File: src/hdl/swm_pkg.sv
`timescale 1ns / 1ps
// ----------------------------------------------------------------------------
// swm_pkg: shared types and constants for the sliding window maximum
// widths of the position stamps and window register, per-cycle cell control
// ----------------------------------------------------------------------------
package swm_pkg;

	// position stamps wrap at this width
	localparam int POS_W = 16;

	// window length register
	localparam int WINDOW_CFG_W = 7;
	localparam logic [WINDOW_CFG_W-1:0] WINDOW_RESET = 7'd4;

	// control broadcast to every cell of the queue each cycle
	typedef struct packed {
		logic             shift;  // move every entry one cell toward the front
		logic             load;   // a sample beat is taken this cycle
		logic             start;  // drop the whole queue before the sample
		logic [POS_W-1:0] pos;    // position stamp of the incoming sample
	} swm_step_t;

endpackage

File: src/hdl/swm_cell.sv
`timescale 1ns / 1ps
// ----------------------------------------------------------------------------
// swm_cell: one entry of the monotonic queue
// holds a value and its position, takes its right neighbor on a shift and
// either keeps its entry, takes the new sample, or empties itself
// ----------------------------------------------------------------------------
module swm_cell #(
	parameter int SAMPLE_WIDTH = 32
) (
	input  logic                           clk,
	input  logic                           arst_n,
	input  swm_pkg::swm_step_t             ctl,
	input  logic signed [SAMPLE_WIDTH-1:0] sample_value,
	input  logic                           right_valid,
	input  logic [swm_pkg::POS_W-1:0]      right_pos,
	input  logic signed [SAMPLE_WIDTH-1:0] right_value,
	input  logic                           left_keep,
	output logic                           keep,
	output logic                           valid,
	output logic [swm_pkg::POS_W-1:0]      pos,
	output logic signed [SAMPLE_WIDTH-1:0] value
);

	logic                           valid_q;
	logic [swm_pkg::POS_W-1:0]      pos_q;
	logic signed [SAMPLE_WIDTH-1:0] value_q;

	logic                           sh_valid;
	logic [swm_pkg::POS_W-1:0]      sh_pos;
	logic signed [SAMPLE_WIDTH-1:0] sh_value;
	logic                           take;

	// entry after the front eviction shift
	always_comb begin
		sh_valid = ctl.start ? 1'b0 : (ctl.shift ? right_valid : valid_q);
		sh_pos   = ctl.shift ? right_pos : pos_q;
		sh_value = ctl.shift ? right_value : value_q;
	end

	// survives only if strictly above the new sample; ties go to the newer one
	assign keep = sh_valid && (!ctl.load || (sh_value > sample_value));
	// first cell that does not survive takes the sample
	assign take = ctl.load && !keep && left_keep;

	always_ff @(posedge clk or negedge arst_n) begin
		if (!arst_n) begin
			valid_q <= 1'b0;
		end else begin
			valid_q <= keep || take;
		end
	end

	always_ff @(posedge clk) begin
		if (keep) begin
			pos_q   <= sh_pos;
			value_q <= sh_value;
		end else if (take) begin
			pos_q   <= ctl.pos;
			value_q <= sample_value;
		end
	end

	assign valid = valid_q;
	assign pos   = pos_q;
	assign value = value_q;

endmodule
File: config.mk
export PLATFORM = sky130hd
export DESIGN_NAME = swm_cell
export DESIGN_NICKNAME = d
export VERILOG_FILES = /design/src/hdl/swm_pkg.sv /design/src/hdl/swm_cell.sv
export SDC_FILE = /design/constraint.sdc
export NUM_CORES = 1
export LEC_CHECK = 0
export BUFFER_PORTS_ARGS = -buffer_cell sky130_fd_sc_hd__buf_2
export CAP_MARGIN = 20
export CORE_UTILIZATION = 35
export CTS_CLUSTER_DIAMETER = 80
export DETAILED_ROUTE_END_ITERATION = 10
export PLACE_DENSITY = 0.68
export SLEW_MARGIN = 20
export SYNTH_ARGS = -nofsm -noshare
export SYNTH_HDL_FRONTEND = slang
export SYNTH_SLANG_ARGS = --single-unit
File: constraint.sdc
create_clock -name clk -period 15.95 [get_ports clk]
set_clock_uncertainty 0.2 [all_clocks]
set_input_delay 4.785 -clock clk [delete_from_list [all_inputs] [get_ports clk]]
set_output_delay 4.785 -clock clk [all_outputs]
set_load 0.05 [all_outputs]
==> impl_metrics.csv, run 1 <==
group,metric,value,unit
outcome,status,"completed",
logic_synthesis,synth_nets,398,
logic_synthesis,synth_area_per_cell,13.3,µm²
logic_synthesis,synthTopCellsByArea,"edfxtp_1 (41%), mux2_4 (20%), ha_1 (11%)",
floorplan,core_area,0.00973,mm²
pwr,p_leak,0.00215,µW
clocking,clk_path_buf_depth,2,
global_routing,antenna_found_initial,0,
critical_path,path_buf_inv,2,
logic_synthesis,synthFlopType,"edfxtp_1",
floorplan,num_io_pins,153,
route,dr.pass1.iters,4,
logic_synthesis,netlist_area,0.00349,mm²
critical_path,arrival,7.64,ns
placed_design,io_buffers,152,
floorplan,initial_core_util,35.9,%
clocking,holdBufCountCts,0,
pwr,vdd_ir_drop_max,0.0000554,V
timing,period_share,79.1,%
pwr,power_density,99.9,mW/mm²
clocking,clkTransAtPathRegs,0.10,ns
route,drcViolationCount,0,
finish,diodes,0,
finish,syn2layout_area_growth,27.6,%
clocking,cts_inserted_buffers,5,
clocking,cts_setup_buffers,0,
clocking,cts-root-buf,"clkbuf_8",
route,vias,2580,
finish,drive_gt1_share,58.7,%
pwr,fin_total_pwr,445,µW
route,postRouteAntennaNets,0,
critical_path,worst_path_max_delay_cell,"buf_2",
timing,max_freq,0.0792,GHz
hold_path,hp-class,"flop to flop",
finish,ff_latch_area,0.00147,mm²
timing,slew_violations,0,
timing,worst_pin_slew,0.955,ns
clocking,cts_resized,0,
global_routing,first_global_vias,2479,
route,drt-initial-drc-count,59,
logic_synthesis,synth_most_common_cell,"edfxtp_1",
logic_synthesis,yosys.area.top_type_share,41.3,%
placed_design,gp_congestion,0.804,
placed_design,hpwl,6440,µm
timing,post-route-min-period,12.62,ns
critical_path,critPathLaunchType,"primary input",
finish,fillerInstances,939,
clocking,cts_tree,"done",
clocking,clock_latency,0.33,ns
timing,setup_tns,0,ns
critical_path,criticalPathCategory,"primary input to output pin",
critical_path,cpPeakStageDelay,0.64,ns
global_routing,grt_use_total,15.4,%
critical_path,critical_path.top_delay_family,"simple AND/OR/NAND/NOR gates",
critical_path,cp_max_fo,34,
timing,rsz0062_at_grt,"no",
route,avgViaCountPerCell,4.70,
route,wl,8260,µm
global_routing,overflow,0,
critical_path,required,10.97,ns
logic_synthesis,postSynthCellCount,263,
floorplan,dieArea,0.0104,mm²
finish,final_nets,550,
logic_synthesis,ys_ff_latch,49,
clocking,htreeDepth,2,
logic_synthesis,yosysSeqAreaShare,42.0,%
logic_synthesis,async_reset_ff_share,2.04,%
timing,setup_violations,0,
critical_path,crit_top_cell,"buf_2",
logic_synthesis,ys_types,27,
clocking,cts_sinks,49,
timing,relSlewSlack,35.1,%
logic_synthesis,synth_common_cells,"edfxtp_1 (48), mux2_4 (47), inv_1 (35)",
global_routing,grt_start_max_net_pins,50,
critical_path,endpoint_kind,"output pin",
timing,hold_violations,0,
run,maxCapViolations,0,
floorplan,rows,36,
logic_synthesis,synth_edf_count,48,
logic_synthesis,ys.warnings.count,0,
floorplan,die_height,102,µm
route,routedWlPerCell,15.0,µm
critical_path,crit_chain,"buf_2 > mux2_2 > ha_1 > nand4_1 > or3_1 > nor2_1 > a211oi_1 > a21oi_2 > nand3_4 > buf_2",
floorplan,die-width,102,µm
logic_synthesis,yosysTopAreaCell,"edfxtp_1",
global_routing,grt_pass1_wl,12000,µm
finish,multi_input_area,0.00182,mm²
area by class of cell:
class / instances / share of cell area [%]
clock buffer: 5 / 1.54
tap: 133 / 3.73
clock inverter: 3 / 0.561
inverter: 35 / 2.95
timing repair buffer: 154 / 17.4
multi-input combinational: 170 / 40.9
sequential: 49 / 32.9
power by group:
group	leakage [µW]	internal (µW)	switching, µW
registers	0.000472	166	6.59
logic	0.00164	72.6	118
clock network	0.0000452	32.1	50.2
total	0.00215	271	175
state kept, by name, indices dropped and copies added (netlist names):
name	flops
valid	1
value	32
pos	16
worst min-delay path, stage by stage, from the launching register on:
cell and delay, ns:
edfxtp_1 0.35, mux2i_1 0.10, mux2i_1 0.15
cells in the final DEF (no fill, tap or decap), drive strengths merged, types with 2 or more instances in the layout:
cell type	netlist	final
a21o	2	2
nand2	5	5
or3	2	2
edfxtp	48	48
buf	6	154
nand4	9	9
a21oi	17	17
ha	32	32
nand3	6	6
nor2	2	2
a211oi	3	3
inv	35	37
mux2	78	78
clkbuf	3	5
o21ai	4	4
mux2i	4	4
metal layers:
layer	share of wire [%]	global-route usage [%]
met5	0	0
met4	1.1	4.40
met3	6.8	4.31
met2	49	27.0
met1	43	18.3
stage by stage:
step                      util (%)  hold WS [ns]  instances  setup WS [ns]  cell area, µm²
final                         45.8         0.522        549           3.33            4460
after CTS                     45.8         0.511        549           3.27            4460
after global routing          45.8         0.567        549           3.10            4460
after detailed placement      44.9         0.487        541           3.27            4360
after global placement        44.9         0.477        541           3.31            4360
after floorplan                  -         0.816        263           3.78            3490
cells by family after synthesis:
family | count (synthesis) | synth area share, %
AOI/OAI and AO/OA | 27 | 4.41
muxes | 82 | 31.3
buffers and inverters | 44 | 5.91
adders and majority gates | 32 | 11.5
and+or+nand+nor | 29 | 4.91
DFF | 49 | 42.0
worst paths after layout:
kind / from / to / slack [ns] / depth (start not counted)
worst max-delay path: ctl[18] / keep / 3.33 / 10
worst max register to register: value[14]$_DFFE_PP_ / pos[14]$_DFFE_PP_ / 11.55 / 10
worst min register to register: value[0]$_DFFE_PP_ / value[0]$_DFFE_PP_ / 0.52 / 2
max in group asynchronous: arst_n / valid$_DFF_PN0_ / 11.44 / 1
min in group asynchronous: arst_n / valid$_DFF_PN0_ / 4.02 / 1
worst min-delay path: value[0]$_DFFE_PP_ / value[0]$_DFFE_PP_ / 0.52 / 2
(Power assumes the default switching activity.)
==> run 2, diff against run 1 <==
- clock period: 15.95 -> 13 ns (I/O delays scaled with it)
==> run 2 against run 1 <==
Core utilization unchanged. Total power increased by 22%. Die area unchanged. Critical path depth unchanged. Final area unchanged. Combinational power increased by 23%. Worst setup slack got worse by 1.2 ns. Critical path type unchanged. Largest cell class unchanged.
==> impl_metrics.csv, run 2 (synthesis results as in run 1) <==
group,metric,value,unit
outcome,status,"completed",
clocking,cts-root-buf,"clkbuf_8",
finish,diodes,0,
critical_path,cp_max_fo,34,
pwr,vdd_ir_drop_max,0.0000469,V
placed_design,hpwl,6420,µm
hold_path,min_path_cells,2,
route,vias,2581,
floorplan,num_io_pins,153,
floorplan,core_area,0.00973,mm²
floorplan,initial_core_util,35.9,%
floorplan,rows,36,
finish,final_cell_mix,"buf_2 (152), edfxtp_1 (48), mux2_4 (47), inv_1 (35), ha_1 (32)",
finish,final_nets,550,
finish,syn2layout_area_growth,27.6,%
pwr,p_leak,0.00215,µW
critical_path,rr_endpoint,"pos[14]$_DFFE_PP_",
placed_design,io_buffers,152,
clocking,holdBufCountCts,0,
critical_path,cpPeakStageDelay,0.63,ns
hold_path,hp-class,"flop to flop",
timing,setup_violations,0,
route,wl,8250,µm
run,maxCapViolations,0,
critical_path,rr_worst_depth,10,
critical_path,crit_top_cell,"buf_2",
clocking,htreeDepth,2,
finish,stdcell_area,0.00446,mm²
clocking,cts_tree,"done",
critical_path,criticalPathCategory,"primary input to output pin",
floorplan,die-width,102,µm
timing,hold_violations,0,
critical_path,crit_path_start,"ctl[18]",
timing,worst_pin_slew,0.986,ns
route,postRouteAntennaNets,0,
clocking,clkTransAtPathRegs,0.10,ns
hold_path,worstHoldEndpoint,"value[0]$_DFFE_PP_",
timing,period_share,83.4,%
critical_path,arrival,6.74,ns
global_routing,overflow,0,
clocking,cts_setup_buffers,0,
global_routing,grt_pass1_wl,12000,µm
clocking,cts_sinks,49,
clocking,cts_inserted_buffers,5,
clocking,clk_path_buf_depth,2,
route,drt-initial-drc-count,53,
timing,setup_tns,0,ns
clocking,cts_resized,0,
critical_path,critPathLaunchType,"primary input",
critical_path,worst_path_max_delay_cell,"buf_2",
route,avgViaCountPerCell,4.70,
route,routedWlPerCell,15.0,µm
critical_path,critical_path.top_delay_family,"simple AND/OR/NAND/NOR gates",
finish,final_common_cell,"buf_2",
finish,multi_input_area,0.00182,mm²
hold_path,hp-start,"value[0]$_DFFE_PP_",
placed_design,placed_cell_area,0.00436,mm²
global_routing,antenna_found_initial,0,
finish,largest_reg_flops,32,
critical_path,path_buf_inv,2,
critical_path,required,8.90,ns
clocking,clock_latency,0.33,ns
critical_path,crit_chain,"buf_2 > mux2_2 > ha_1 > nand4_1 > or3_1 > nor2_1 > a211oi_1 > a21oi_2 > nand3_4 > buf_2",
finish,ff_latch_area,0.00147,mm²
floorplan,dieArea,0.0104,mm²
critical_path,rr_startpoint,"value[14]$_DFFE_PP_",
timing,slew_violations,0,
critical_path,endpoint_kind,"output pin",
timing,max_freq,0.0922,GHz
timing,relSlewSlack,33.0,%
global_routing,grt_start_max_net_pins,50,
route,dr.pass1.iters,4,
global_routing,first_global_vias,2462,
pwr,power_density,122,mW/mm²
placed_design,gp_congestion,0.804,
timing,rsz0062_at_grt,"no",
floorplan,die_height,102,µm
finish,drive_gt1_share,58.7,%
critical_path,reg2reg_slack,8.59,ns
timing,post-route-min-period,10.84,ns
route,drcViolationCount,0,
global_routing,grt_use_total,15.5,%
finish,fillerInstances,912,
[run 2: worst max-delay path by stage]
stage	slack (ns)	to	depth (start not counted)
after floorplan	2.60	keep	11
after global placement	2.13	keep	10
after detailed placement	2.09	keep	10
after CTS	2.09	keep	10
after global routing	1.93	keep	10
final	2.16	keep	10
[run 2: stage by stage]
step / utilization, % / total power [µW] / setup WS [ns] / hold WS [ns] / instances
floorplan: - / 395 / 2.60 / 0.816 / 263
global placement: 44.9 / 446 / 2.13 / 0.477 / 541
detailed placement: 44.9 / 451 / 2.09 / 0.497 / 541
CTS: 45.8 / 551 / 2.09 / 0.520 / 549
global route: 45.8 / 573 / 1.93 / 0.561 / 549
finish: 45.8 / 545 / 2.16 / 0.520 / 549
[run 2: area by class of cell]
class | instances | area share, %
Inverter | 35 | 2.95
Clock inverter | 3 | 0.561
Sequential cell | 49 | 32.9
Multi-Input combinational cell | 170 | 40.9
Tap cell | 133 | 3.73
Clock buffer | 5 | 1.54
Timing Repair Buffer | 154 | 17.4
[run 2: worst register-to-register path, delay by kind of cell, from the launching register on]
kind | cells | cell delay [ns]
multiplexers | 2 | 1.22
AND/OR/NAND/NOR | 5 | 1.05
flip-flops | 1 | 0.39
AO/OA/AOI/OAI | 1 | 0.13
adder cells (fa/ha/maj) | 1 | 0.32
buffers and inverters | 1 | 0.73
[run 2: where the power goes]
group          switching [µW]  leakage (µW)  total, µW  internal (µW)
Combinational             144       0.00164        233           89.0
Clock                    60.8     0.0000452        100           39.4
Sequential               8.05      0.000472        212            204
[run 2: metal layers]
layer	global-route usage [%]	wire, µm	up-vias
met3	3.76	593	8
met5	0	0	-
met2	26.8	4030	100
li1	-	-	1277
met4	5.49	143	0
met1	18.7	3480	1196
